===== config.mk =====
export PLATFORM = sky130hd
export DESIGN_NAME = byte_key_hash_lookup2_core_flat
export DESIGN_NICKNAME = d
export VERILOG_FILES = /design/src/bkh_pkg.sv /design/src/bkh_if.sv /design/src/bkh_front.sv /design/src/bkh_queue.sv /design/src/bkh_back.sv /design/src/byte_key_hash_lookup2_core.sv /design/src/flat_wrapper.sv
export SDC_FILE = /design/constraint.sdc
export NUM_CORES = 2
export LEC_CHECK = 0
export BUFFER_PORTS_ARGS = -buffer_cell sky130_fd_sc_hd__buf_4
export CORE_MARGIN = 2
export CORE_UTILIZATION = 63
export DETAILED_ROUTE_END_ITERATION = 16
export PLACE_DENSITY_LB_ADDON = 0.2
export SLEW_MARGIN = 10
export SYNTH_ARGS = -nofsm -noshare
export SYNTH_HDL_FRONTEND = slang
export SYNTH_SLANG_ARGS = --single-unit

===== constraint.sdc =====
create_clock -name clk_i -period 12.6 [get_ports clk_i]
set_input_delay 3.15 -clock clk_i [delete_from_list [all_inputs] [get_ports clk_i]]
set_output_delay 3.15 -clock clk_i [all_outputs]
set_load 0.005 [all_outputs]

===== src/bkh_pkg.sv =====
// Shared types, constants and the mix round function of the byte key hash.
package bkh_pkg;

  localparam logic [31:0] GoldenRatio = 32'h9e37_79b9;
  localparam int unsigned BlockBytes  = 12;
  localparam int unsigned PosWidth    = 4;
  localparam int unsigned MixRounds   = 9;
  localparam int unsigned StepWidth   = 4;
  localparam int unsigned QueueDepth  = 4;
  localparam int unsigned QueueAw     = $clog2(QueueDepth);

  localparam logic [PosWidth-1:0]  LastBlockPos = PosWidth'(BlockBytes - 1);
  localparam logic [StepWidth-1:0] LastStep     = StepWidth'(MixRounds - 1);

  // Three hash words.
  typedef struct packed {
    logic [31:0] a;
    logic [31:0] b;
    logic [31:0] c;
  } words_t;

  // One unit of work for the back end: a full block, a tail, or both ends.
  typedef struct packed {
    logic [31:0] a_part;
    logic [31:0] b_part;
    logic [31:0] c_part;
    logic [31:0] key_len;
    logic        is_full;
    logic        is_last;
  } job_t;

  // One round of the lookup2 mix; the nine rounds are selected by step.
  function automatic words_t mix_round(words_t w, logic [StepWidth-1:0] step);
    words_t r;
    r = w;
    case (step)
      4'd0:    r.a = (w.a - w.b - w.c) ^ (w.c >> 13);
      4'd1:    r.b = (w.b - w.c - w.a) ^ (w.a << 8);
      4'd2:    r.c = (w.c - w.a - w.b) ^ (w.b >> 13);
      4'd3:    r.a = (w.a - w.b - w.c) ^ (w.c >> 12);
      4'd4:    r.b = (w.b - w.c - w.a) ^ (w.a << 16);
      4'd5:    r.c = (w.c - w.a - w.b) ^ (w.b >> 5);
      4'd6:    r.a = (w.a - w.b - w.c) ^ (w.c >> 3);
      4'd7:    r.b = (w.b - w.c - w.a) ^ (w.a << 10);
      4'd8:    r.c = (w.c - w.a - w.b) ^ (w.b >> 15);
      default: r = w;
    endcase
    return r;
  endfunction

endpackage


===== src/bkh_if.sv =====
// Valid/ready channel interfaces for key bytes in and hash values out.
interface bkh_in_if;
  logic       valid;
  logic       ready;
  logic [7:0] key_byte;
  logic       byte_present;
  logic       last_byte;

  modport source (output valid, key_byte, byte_present, last_byte, input ready);
  modport sink   (input valid, key_byte, byte_present, last_byte, output ready);
endinterface

interface bkh_out_if;
  logic        valid;
  logic        ready;
  logic [31:0] hash_value;

  modport source (output valid, hash_value, input ready);
  modport sink   (input valid, hash_value, output ready);
endinterface


===== src/bkh_front.sv =====
// Front end: gathers key bytes into 12-byte blocks and issues block and tail jobs.
module bkh_front (
  input  logic          clk_i,
  input  logic          rst_ni,
  bkh_in_if.sink        key_if_i,
  input  logic          queue_full_i,
  output logic          push_o,
  output bkh_pkg::job_t job_o
);
  import bkh_pkg::*;

  logic [PosWidth-1:0] pos_q, pos_d;
  logic [31:0]         len_q, len_d;
  logic [31:0]         a_part_q, a_part_d;
  logic [31:0]         b_part_q, b_part_d;
  logic [31:0]         c_part_q, c_part_d;
  logic [31:0]         a_ins, b_ins, c_ins;
  logic [31:0]         byte_shifted;
  logic                accept;
  logic                present;
  logic                block_done;

  assign key_if_i.ready = !queue_full_i;
  assign accept         = key_if_i.valid && !queue_full_i;
  assign present        = key_if_i.byte_present;

  // Place the byte at its little-endian lane inside the selected word.
  assign byte_shifted = {24'd0, key_if_i.key_byte} << {pos_q[1:0], 3'b000};

  always_comb begin
    a_ins = a_part_q;
    b_ins = b_part_q;
    c_ins = c_part_q;
    if (present) begin
      if (pos_q[3]) begin
        c_ins = c_part_q | byte_shifted;
      end else if (pos_q[2]) begin
        b_ins = b_part_q | byte_shifted;
      end else begin
        a_ins = a_part_q | byte_shifted;
      end
    end
  end

  assign block_done = present && (pos_q == LastBlockPos);

  // A job leaves whenever a block fills or the key ends.
  assign push_o        = accept && (block_done || key_if_i.last_byte);
  assign job_o.a_part  = a_ins;
  assign job_o.b_part  = b_ins;
  assign job_o.c_part  = c_ins;
  assign job_o.key_len = len_q + {31'd0, present};
  assign job_o.is_full = block_done;
  assign job_o.is_last = key_if_i.last_byte;

  // Next gathering state.
  always_comb begin
    pos_d    = pos_q;
    len_d    = len_q;
    a_part_d = a_part_q;
    b_part_d = b_part_q;
    c_part_d = c_part_q;
    if (accept) begin
      if (key_if_i.last_byte || block_done) begin
        a_part_d = '0;
        b_part_d = '0;
        c_part_d = '0;
        pos_d    = '0;
      end else if (present) begin
        a_part_d = a_ins;
        b_part_d = b_ins;
        c_part_d = c_ins;
        pos_d    = pos_q + PosWidth'(1);
      end
      if (key_if_i.last_byte) begin
        len_d = '0;
      end else if (present) begin
        len_d = len_q + 32'd1;
      end
    end
  end

  always_ff @(posedge clk_i or negedge rst_ni) begin
    if (!rst_ni) begin
      pos_q    <= '0;
      len_q    <= '0;
      a_part_q <= '0;
      b_part_q <= '0;
      c_part_q <= '0;
    end else begin
      pos_q    <= pos_d;
      len_q    <= len_d;
      a_part_q <= a_part_d;
      b_part_q <= b_part_d;
      c_part_q <= c_part_d;
    end
  end

endmodule


===== src/bkh_queue.sv =====
// Short job queue between the front and back ends.
module bkh_queue (
  input  logic          clk_i,
  input  logic          rst_ni,
  input  logic          push_i,
  input  bkh_pkg::job_t job_i,
  input  logic          pop_i,
  output bkh_pkg::job_t job_o,
  output logic          full_o,
  output logic          empty_o
);
  import bkh_pkg::*;

  job_t                 mem_q [QueueDepth];
  logic [QueueAw-1:0]   wr_ptr_q;
  logic [QueueAw-1:0]   rd_ptr_q;
  logic [QueueAw:0]     count_q;
  logic                 do_push;
  logic                 do_pop;

  assign full_o  = (count_q == (QueueAw+1)'(QueueDepth));
  assign empty_o = (count_q == '0);
  assign do_push = push_i && !full_o;
  assign do_pop  = pop_i && !empty_o;
  assign job_o   = mem_q[rd_ptr_q];

  // Job storage.
  always_ff @(posedge clk_i) begin
    if (do_push) begin
      mem_q[wr_ptr_q] <= job_i;
    end
  end

  // Pointers and fill count.
  always_ff @(posedge clk_i or negedge rst_ni) begin
    if (!rst_ni) begin
      wr_ptr_q <= '0;
      rd_ptr_q <= '0;
      count_q  <= '0;
    end else begin
      if (do_push) begin
        wr_ptr_q <= wr_ptr_q + QueueAw'(1);
      end
      if (do_pop) begin
        rd_ptr_q <= rd_ptr_q + QueueAw'(1);
      end
      if (do_push && !do_pop) begin
        count_q <= count_q + (QueueAw+1)'(1);
      end else if (do_pop && !do_push) begin
        count_q <= count_q - (QueueAw+1)'(1);
      end
    end
  end

endmodule


===== src/bkh_back.sv =====
// Back end: adds jobs to the words, mixes a round a cycle, emits the hash when output is free.
module bkh_back (
  input  logic          clk_i,
  input  logic          rst_ni,
  input  logic          job_valid_i,
  input  bkh_pkg::job_t job_i,
  output logic          pop_o,
  bkh_out_if.source     hash_if_o
);
  import bkh_pkg::*;

  typedef enum logic [1:0] {
    S_IDLE,
    S_MIX,
    S_TAIL
  } state_e;

  localparam words_t InitWords = '{a: GoldenRatio, b: GoldenRatio, c: 32'd0};

  state_e               state_q;
  words_t               words_q;
  words_t               round_w;
  logic [StepWidth-1:0] step_q;
  logic [31:0]          len_q;
  logic                 final_pending_q;
  logic                 emit_q;
  logic                 out_valid_q;
  logic [31:0]          hash_q;
  logic                 out_free;
  logic                 emit_now;

  assign round_w  = mix_round(words_q, step_q);
  assign pop_o    = (state_q == S_IDLE) && job_valid_i;
  assign out_free = !out_valid_q || hash_if_o.ready;

  // The last round of a key end goes out as soon as the output register is free.
  assign emit_now = (state_q == S_MIX) && (step_q == LastStep) && !final_pending_q &&
                    emit_q && out_free;

  assign hash_if_o.valid      = out_valid_q;
  assign hash_if_o.hash_value = hash_q;

  // Sequencer, hash words and output register.
  always_ff @(posedge clk_i or negedge rst_ni) begin
    if (!rst_ni) begin
      state_q         <= S_IDLE;
      words_q         <= InitWords;
      step_q          <= '0;
      len_q           <= '0;
      final_pending_q <= 1'b0;
      emit_q          <= 1'b0;
      out_valid_q     <= 1'b0;
      hash_q          <= '0;
    end else begin
      if (emit_now) begin
        out_valid_q <= 1'b1;
      end else if (out_valid_q && hash_if_o.ready) begin
        out_valid_q <= 1'b0;
      end
      case (state_q)
        S_IDLE: begin
          if (job_valid_i) begin
            words_q.a       <= words_q.a + job_i.a_part;
            words_q.b       <= words_q.b + job_i.b_part;
            // A full block adds its third word as is; a tail adds it a byte up plus the length.
            if (job_i.is_full) begin
              words_q.c <= words_q.c + job_i.c_part;
            end else begin
              words_q.c <= words_q.c + job_i.key_len + {job_i.c_part[23:0], 8'd0};
            end
            len_q           <= job_i.key_len;
            final_pending_q <= job_i.is_full && job_i.is_last;
            emit_q          <= !job_i.is_full;
            step_q          <= '0;
            state_q         <= S_MIX;
          end
        end
        S_MIX: begin
          if (step_q != LastStep) begin
            words_q <= round_w;
            step_q  <= step_q + StepWidth'(1);
          end else if (final_pending_q) begin
            words_q         <= round_w;
            final_pending_q <= 1'b0;
            state_q         <= S_TAIL;
          end else if (emit_q) begin
            // Hold the last round until the output register is free.
            if (out_free) begin
              hash_q      <= round_w.c;
              words_q     <= InitWords;
              emit_q      <= 1'b0;
              state_q     <= S_IDLE;
            end
          end else begin
            words_q <= round_w;
            state_q <= S_IDLE;
          end
        end
        S_TAIL: begin
          // The key ended on a block boundary: only the length goes in.
          words_q.c <= words_q.c + len_q;
          emit_q    <= 1'b1;
          step_q    <= '0;
          state_q   <= S_MIX;
        end
        default: begin
          state_q <= S_IDLE;
        end
      endcase
    end
  end

endmodule


===== src/byte_key_hash_lookup2_core.sv =====
// Top level of the streaming lookup2 byte key hash.
//
// Takes one key byte per cycle and returns the 32-bit lookup2 hash after the item
// that ends the key. The front end accepts a byte every cycle as long as the
// four-entry job queue has room. The back end adds the gathered words of each
// job into the hash state, then runs the nine mix rounds, one round a cycle, and
// takes no new job until it is through. A full 12-byte block is one job, so long
// keys stream at one byte per cycle. A key end is one job; when its last byte
// completes a block, the length is then added alone and the mix runs once more.
// The hash then waits in an output register, so a stalled consumer holds up only
// the next key end. Very short keys are therefore limited by the back end.
module byte_key_hash_lookup2_core (
  input  logic       clk_i,
  input  logic       rst_ni,
  bkh_in_if.sink     key_if_i,
  bkh_out_if.source  hash_if_o
);
  import bkh_pkg::*;

  job_t push_job;
  job_t head_job;
  logic push;
  logic pop;
  logic queue_full;
  logic queue_empty;

  // Byte gathering.
  bkh_front u_front (
    .clk_i        (clk_i),
    .rst_ni       (rst_ni),
    .key_if_i     (key_if_i),
    .queue_full_i (queue_full),
    .push_o       (push),
    .job_o        (push_job)
  );

  // Decoupling queue.
  bkh_queue u_queue (
    .clk_i   (clk_i),
    .rst_ni  (rst_ni),
    .push_i  (push),
    .job_i   (push_job),
    .pop_i   (pop),
    .job_o   (head_job),
    .full_o  (queue_full),
    .empty_o (queue_empty)
  );

  // Mixing and emission.
  bkh_back u_back (
    .clk_i       (clk_i),
    .rst_ni      (rst_ni),
    .job_valid_i (!queue_empty),
    .job_i       (head_job),
    .pop_o       (pop),
    .hash_if_o   (hash_if_o)
  );

endmodule

===== src/flat_wrapper.sv =====
// flat-port wrapper written by rule: the top's interface ports become plain ports
module byte_key_hash_lookup2_core_flat import bkh_pkg::*;
  (clk_i, rst_ni, key_if_i_valid, key_if_i_key_byte, key_if_i_byte_present, key_if_i_last_byte, key_if_i_ready, hash_if_o_valid, hash_if_o_hash_value, hash_if_o_ready);
  bkh_in_if key_if_i_i ();
  bkh_out_if hash_if_o_i ();
  input  logic clk_i;
  input  logic rst_ni;
  input wire logic [$bits(key_if_i_i.valid)-1:0] key_if_i_valid;
  input wire logic [$bits(key_if_i_i.key_byte)-1:0] key_if_i_key_byte;
  input wire logic [$bits(key_if_i_i.byte_present)-1:0] key_if_i_byte_present;
  input wire logic [$bits(key_if_i_i.last_byte)-1:0] key_if_i_last_byte;
  output wire logic [$bits(key_if_i_i.ready)-1:0] key_if_i_ready;
  output wire logic [$bits(hash_if_o_i.valid)-1:0] hash_if_o_valid;
  output wire logic [$bits(hash_if_o_i.hash_value)-1:0] hash_if_o_hash_value;
  input wire logic [$bits(hash_if_o_i.ready)-1:0] hash_if_o_ready;
  assign key_if_i_i.valid = key_if_i_valid;
  assign key_if_i_i.key_byte = key_if_i_key_byte;
  assign key_if_i_i.byte_present = key_if_i_byte_present;
  assign key_if_i_i.last_byte = key_if_i_last_byte;
  assign key_if_i_ready = key_if_i_i.ready;
  assign hash_if_o_valid = hash_if_o_i.valid;
  assign hash_if_o_hash_value = hash_if_o_i.hash_value;
  assign hash_if_o_i.ready = hash_if_o_ready;
  byte_key_hash_lookup2_core u_core (.clk_i(clk_i), .rst_ni(rst_ni), .key_if_i(key_if_i_i), .hash_if_o(hash_if_o_i));
endmodule

---- Yosys cells after proc, flatten, opt, wreduce, memory -nomap -nowiden ----
Memory sizes are Yosys's and may differ from the RTL's.
Index checks and enable logic that the tools add are counted.
word-level totals
  register bits after elaboration ......... 308
  RAM bits ................................ 520
  output and inout bits ................... 34
  memories kept ........................... 1
memory list
  memory                words  bits a word  rd ports  clocked after Yosys merged registers in  write ports  RTL line         source
  u_core.u_queue.mem_q  4      130          1         0                                        1            bkh_queue.sv:14  job_t mem_q [QueueDepth];
cells by class
  $add $sub $neg .......................... 20
  equal/unequal tests ..................... 19
  shifts and indexed selects .............. 1
  mux-type cells .......................... 53
  bitwise gates (word level) .............. 15
  reduce and logical (&&, ||, !) cells .... 42
operators by type and width
  cell                                                 number
  two-way mux 32 bit                                   17
  two-way mux 96 bit                                   5
  one-hot mux 32 bit (3 select lines)                  4
  adder 32 bit                                         6
  subtractor 32 bit                                    6
  one-hot mux 64 bit (2 select lines)                  1
  bitwise OR 32 bit                                    3
  XOR 32 bit                                           3
  XOR 32 x 19 -> 32 bit                                2
  adder 32 x 1 -> 32 bit                               1
  adder 32 x 1 -> 32 bit, second input constant        1
  << shifter 8 x 5 -> 32 bit                           1
  XOR 32 x 17 -> 32 bit                                1
  XOR 32 x 20 -> 32 bit                                1
  XOR 32 x 27 -> 32 bit                                1
  XOR 32 x 29 -> 32 bit                                1
  equality test 4 x 3 -> 1 bit, second input constant  4
  two-way mux 4 bit                                    4
  AND reduction 3 bit                                  5
  logical AND 1 bit                                    14
  one-hot mux 4 bit (3 select lines)                   1
  two-way mux 1 bit                                    11
  two-way mux 2 bit                                    5
  nonzero test 2 bit                                   5
  other kinds (28)                                     47

---- Logic depth before layout (Yosys ltp) ----
  depth after elaboration ................. 9
  depth in mapped cells ................... 19

---- By module ----
A second synthesis with hierarchy kept.
second synthesis, totals
  cells, all modules ...................... 4727
  area total of the unflattened synthesis .. 52490.3 um^2
modules (own cells, without submodules)
  module                      instances  cells each  area each (um^2)  sequential area each (um^2)
  bkh_back                    1          3241        26397.8           4279.1
  bkh_queue                   1          716         19168.4           15790.1
  bkh_front                   1          769         6920.4            3303.2
  byte_key_hash_lookup2_core  1          1           3.8               0.0

---- Worst setup path after synthesis ----
Ideal clock, no wire load.
  path type ............................... input port to flip-flop
  start point ............................. input port key_if_i_byte_present
  end point ............................... memory u_core.u_queue.mem_q[0][0] in the netlist's numbering (enable)
  arrival ................................. 7.216 ns
  path slack .............................. 4.879 ns
  cell stages on the path ................. 6
  path buffers ............................ 1
  cells stage by stage .................... nand2_1 -> nor2_1 -> nor2_1 -> nor2_1 -> clkbuf_1 -> and2_1
RTL lines
  element      RTL line            source
  from (decl)  flat_wrapper.sv:10  input wire logic [$bits(key_if_i_i.byte_present)-1:0] key_if_i_byte_present;
  to (decl)    bkh_queue.sv:14

==> results.txt <==
The length in cells of the worst reg-to-reg path is 15. The hold buffer count at CTS was 0. Sequential cells were found to cover 45.1% of the synthesized design area. The clock tree synthesis step divided the H-tree into 3 levels.

Share of the synthesized area in the top cell type: 30.1%. In this run the worst hold path is classified as reg -> reg. The number of nets in the synthesized netlist was 5030; the pin count of the biggest net entering global routing was 154. Yosys printed 0 warnings. Global routing used 42.3% of the available tracks across all layers. Cells with a size suffix above 1 make up 11.4% of the layout.

For this run, the leading register cell type out of synthesis is edfxtp_1. Setup repair after global routing left no endpoint under its margin. The biggest area contributor in the post-synthesis netlist is edfxtp_1. The count of flip-flops with a built-in enable after synthesis came out at 520. Buffers added to address setup during post-CTS repair amount to 0. The synthesized netlist devotes 18.0% of its cell area to compound gates.

After floorplanning, the core was divided into 105 placement rows. The clock latency reported for the late side of the worst-skew pair was 0.69 ns. Category of the worst setup path launch point: an input pin.

Routability-driven placement finished with a final weighted congestion of 1.09. The number of buffers created by CTS is 85. The first global-routing pass estimated 262 mm of wire. The run gives 94 as the number of distinct library cell variants in the gate-level netlist after synthesis. Initial antenna violation count: 6. The mapped netlist covers 51800 sq um. The run gives 5033 as the final layout net count. After Yosys synthesis, XOR and XNOR cells account for 6.79% of the synthesized area.

The worst hold path depth was 2. Counting along the longest clock path gives a buffer depth of 3. The routed wire length per instance came out at 31.1 um. The overall die height was 291 um; the post-place setup slack was 5.37 ns. The simple logic cell fraction of the synthesized area works out to 9.09%. 48 I/O pins were placed. After clock tree synthesis, the clock-pin slew on the worst setup and hold paths is 0.06 ns.

The total core area was 81700 sq um; the post-route minimum period was 6.73 ns. The via density per instance works out to 7.10. Across all register-to-register paths, the minimum setup slack is 6.95 ns. After Yosys synthesis, full adders, half adders and majority gates account for 11.4% of the synthesized area. The number of search-and-repair iterations in the first detailed-routing pass is 8, and the portion of netlist area occupied by mux cells is 6.82%. The run gives 38400 as the number of global-route vias before repair. For the violation count after the first detailed-routing iteration, the log shows 5869. The slew at the pin closest to its max-slew limit is 1.22 ns. The starting density of the core was 63.4%; the layout overhead on the synthesized area was 8.76%.

Registers take 23400 sq um. The post-synthesis instance total came out at 4616. STA puts the critical path data required time at 12.87 ns. The total grt overflow is 0, and the area of the multi-input gates is 27100 sq um.

Gates resized during post-CTS repair numbered 0. Adding up every negative setup slack in the final design gives 0 ns. The worst path meets setup with 5.87 ns of slack. Tightest slew margin relative to the limit: 18.8%. After synthesis, the largest family of logic cells by area is compound AO/OA/AOI/OAI gates. The floorplan die width came out at 291 um.

STA classifies the critical path endpoint as a flop. Setup violations remaining at the end of the flow were counted as 0. The maximum net fanout on the critical path was 66.

Ranked by total cell area, the synthesized netlist is headed by edfxtp_1 30%, dfrtp_1 13%, ha_1 6.7%, mux4_2 5.6%, xnor2_1 4.8%. Number of inserted diodes: 0. Summing over every cut layer, the via total after detailed routing is 40900. TritonCTS built the clock tree.

The run finished with clean final reports. Clock skew on the completed layout was measured at 0.0565 ns. edfxtp_1 is the most common cell in the netlist. The half-perimeter wire length after detailed placement is 130 mm, and the max-cap check violation count is 0. Once detail routing completed, the nets flagged for antenna violations numbered 0. For this run, design rule violations remaining after detail routing come to 0. Start-to-end type of the worst setup path: in -> reg. The die covers 84600 sq um.

The final max-slew violation count is 0. The tools report the clock tree root buffer cell as clkbuf_16. The highest achievable clock rate is 149 MHz.

Dividing the final minimum period by the clock period gives 53.4%. The tools report the critical path data arrival time as 7.01 ns. A synthesized cell averages 11.2 sq um.

Of all flip-flops after synthesis, the portion carrying an async set or reset was 37.2%. Counting flops and latches in the post-synthesis netlist gives 828. The commonest cells after synthesis are 520 x edfxtp_1, 323 x nand2_1, 317 x nor2_1, 295 x a21oi_1, 283 x xnor2_1. For this block, the routed nets add up to 179 mm of wire. The number of hold violations in the final report is 0.

Counting the fill cells in the layout gives 5864. The count of port buffers added during placement was 47; the clock sink count was 828.
area by class of cell:
class / count / share of cell area (%)
Clock buffer: 109 / 4.19
Clock inverter: 49 / 1.04
Inverter: 167 / 1.11
Multi-Input combinational cell: 3408 / 48.0
Sequential cell: 828 / 41.5
Tap cell: 1070 / 2.38
Timing Repair Buffer: 129 / 1.75
flip-flops by register name, indices dropped and copies added (netlist names), 2 cells and up:
signal                              count
u_core.u_back.state_q                   2
u_core.u_queue.count_q                  3
u_core.u_front.pos_q                    4
u_core.u_back.len_q                    32
u_core.u_front.a_part_q                32
u_core.u_queue.mem_q                  520
u_core.u_back.words_q                  96
u_core.u_queue.wr_ptr_q                 2
u_core.u_back.step_q                    4
u_core.u_back.hash_if_o.hash_value     32
u_core.u_front.b_part_q                32
u_core.u_front.c_part_q                32
u_core.u_queue.rd_ptr_q                 2
u_core.u_front.len_q                   32
critical path, cell delays in order:
cell and delay (ns):
buf_4 0.16, nand2_1 0.07, buf_4 0.26, nor2_1 0.39, nor2_1 0.10, buf_4 0.22
nor2_4 0.53, buf_4 0.69, and2_4 0.68, buf_4 0.70
cell usage in the layout, fill, tap and decap left out, drive strengths merged, types with 25 or more instances in the layout:
cell / Yosys / layout
xnor2: 283 / 283
clkbuf: 169 / 109
dfrtp: 268 / 268
buf: 44 / 129
o21a: 31 / 31
inv: 164 / 169
a31oi: 114 / 114
a22oi: 29 / 29
nand3: 81 / 81
o221ai: 33 / 33
o211ai: 40 / 40
o22ai: 54 / 54
dfstp: 40 / 40
or3: 25 / 25
and3: 29 / 29
nand2: 323 / 323
clkinv: 3 / 36
mux4: 129 / 129
o21bai: 112 / 112
and2: 30 / 30
edfxtp: 520 / 520
a221oi: 51 / 51
a21oi: 296 / 296
nand2b: 49 / 49
a211oi: 55 / 55
ha: 278 / 278
a21o: 122 / 122
fa: 122 / 122
nor2b: 36 / 36
mux2: 39 / 39
o21ai: 261 / 261
nand4: 33 / 33
nor3: 54 / 54
nor2: 317 / 317
xor2: 119 / 119
routing by layer:
metal / vias to the layer above / wire length [um] / track usage [%] / part of all wire (%)
met3: 471 / 23400 / 11.3 / 13
met4: 6 / 10400 / 20.2 / 5.8
li1: 17400 / - / - / -
met2: 2920 / 75500 / 60.9 / 42
met5: - / 41 / 0 / 0.023
met1: 20100 / 69600 / 59.9 / 39
per-stage QoR:
stage                     instances  utilization [%]  area (sq um)  hold slack, ns
final                          5760             69.0         56400           0.474
after global routing           5760             69.0         56400           0.500
after CTS                      5760             69.0         56400           0.479
after detailed placement       5602             65.4         53400           0.464
after global placement         5602             65.4         53400           0.461
after floorplan                4616                -         51800           0.457
final timing paths:
kind	from	end
max	key_if_i_byte_present	u_core.u_queue.mem_q[0][31]$_DFFE_PP_
min reg2reg	u_core.u_back.hash_if_o.hash_value[23]$_DFFE_PN0P_	u_core.u_back.hash_if_o.hash_value[23]$_DFFE_PN0P_
max in group asynchronous	rst_ni	u_core.u_back.words_q[9]$_DFFE_PN0P_
min	u_core.u_back.hash_if_o.hash_value[23]$_DFFE_PN0P_	u_core.u_back.hash_if_o.hash_value[23]$_DFFE_PN0P_
max reg2reg	u_core.u_queue.rd_ptr_q[0]$_DFFE_PN0P_	u_core.u_back.words_q[26]$_DFFE_PN0P_
min in group asynchronous	rst_ni	u_core.u_back.step_q[0]$_DFFE_PN0P_
kinds of logic after synthesis:
family / count (synthesis)
buffers and inverters: 380
adder cells (fa/ha/maj): 400
multiplexers: 187
AND/OR/NAND/NOR: 1026
AO/OA/AOI/OAI: 1393
XOR/XNOR: 402
flip-flops: 828
Power is left out: the tool's default activity adds up to more than one toggle a clock period on the data nets, which glitch-free logic cannot reach.
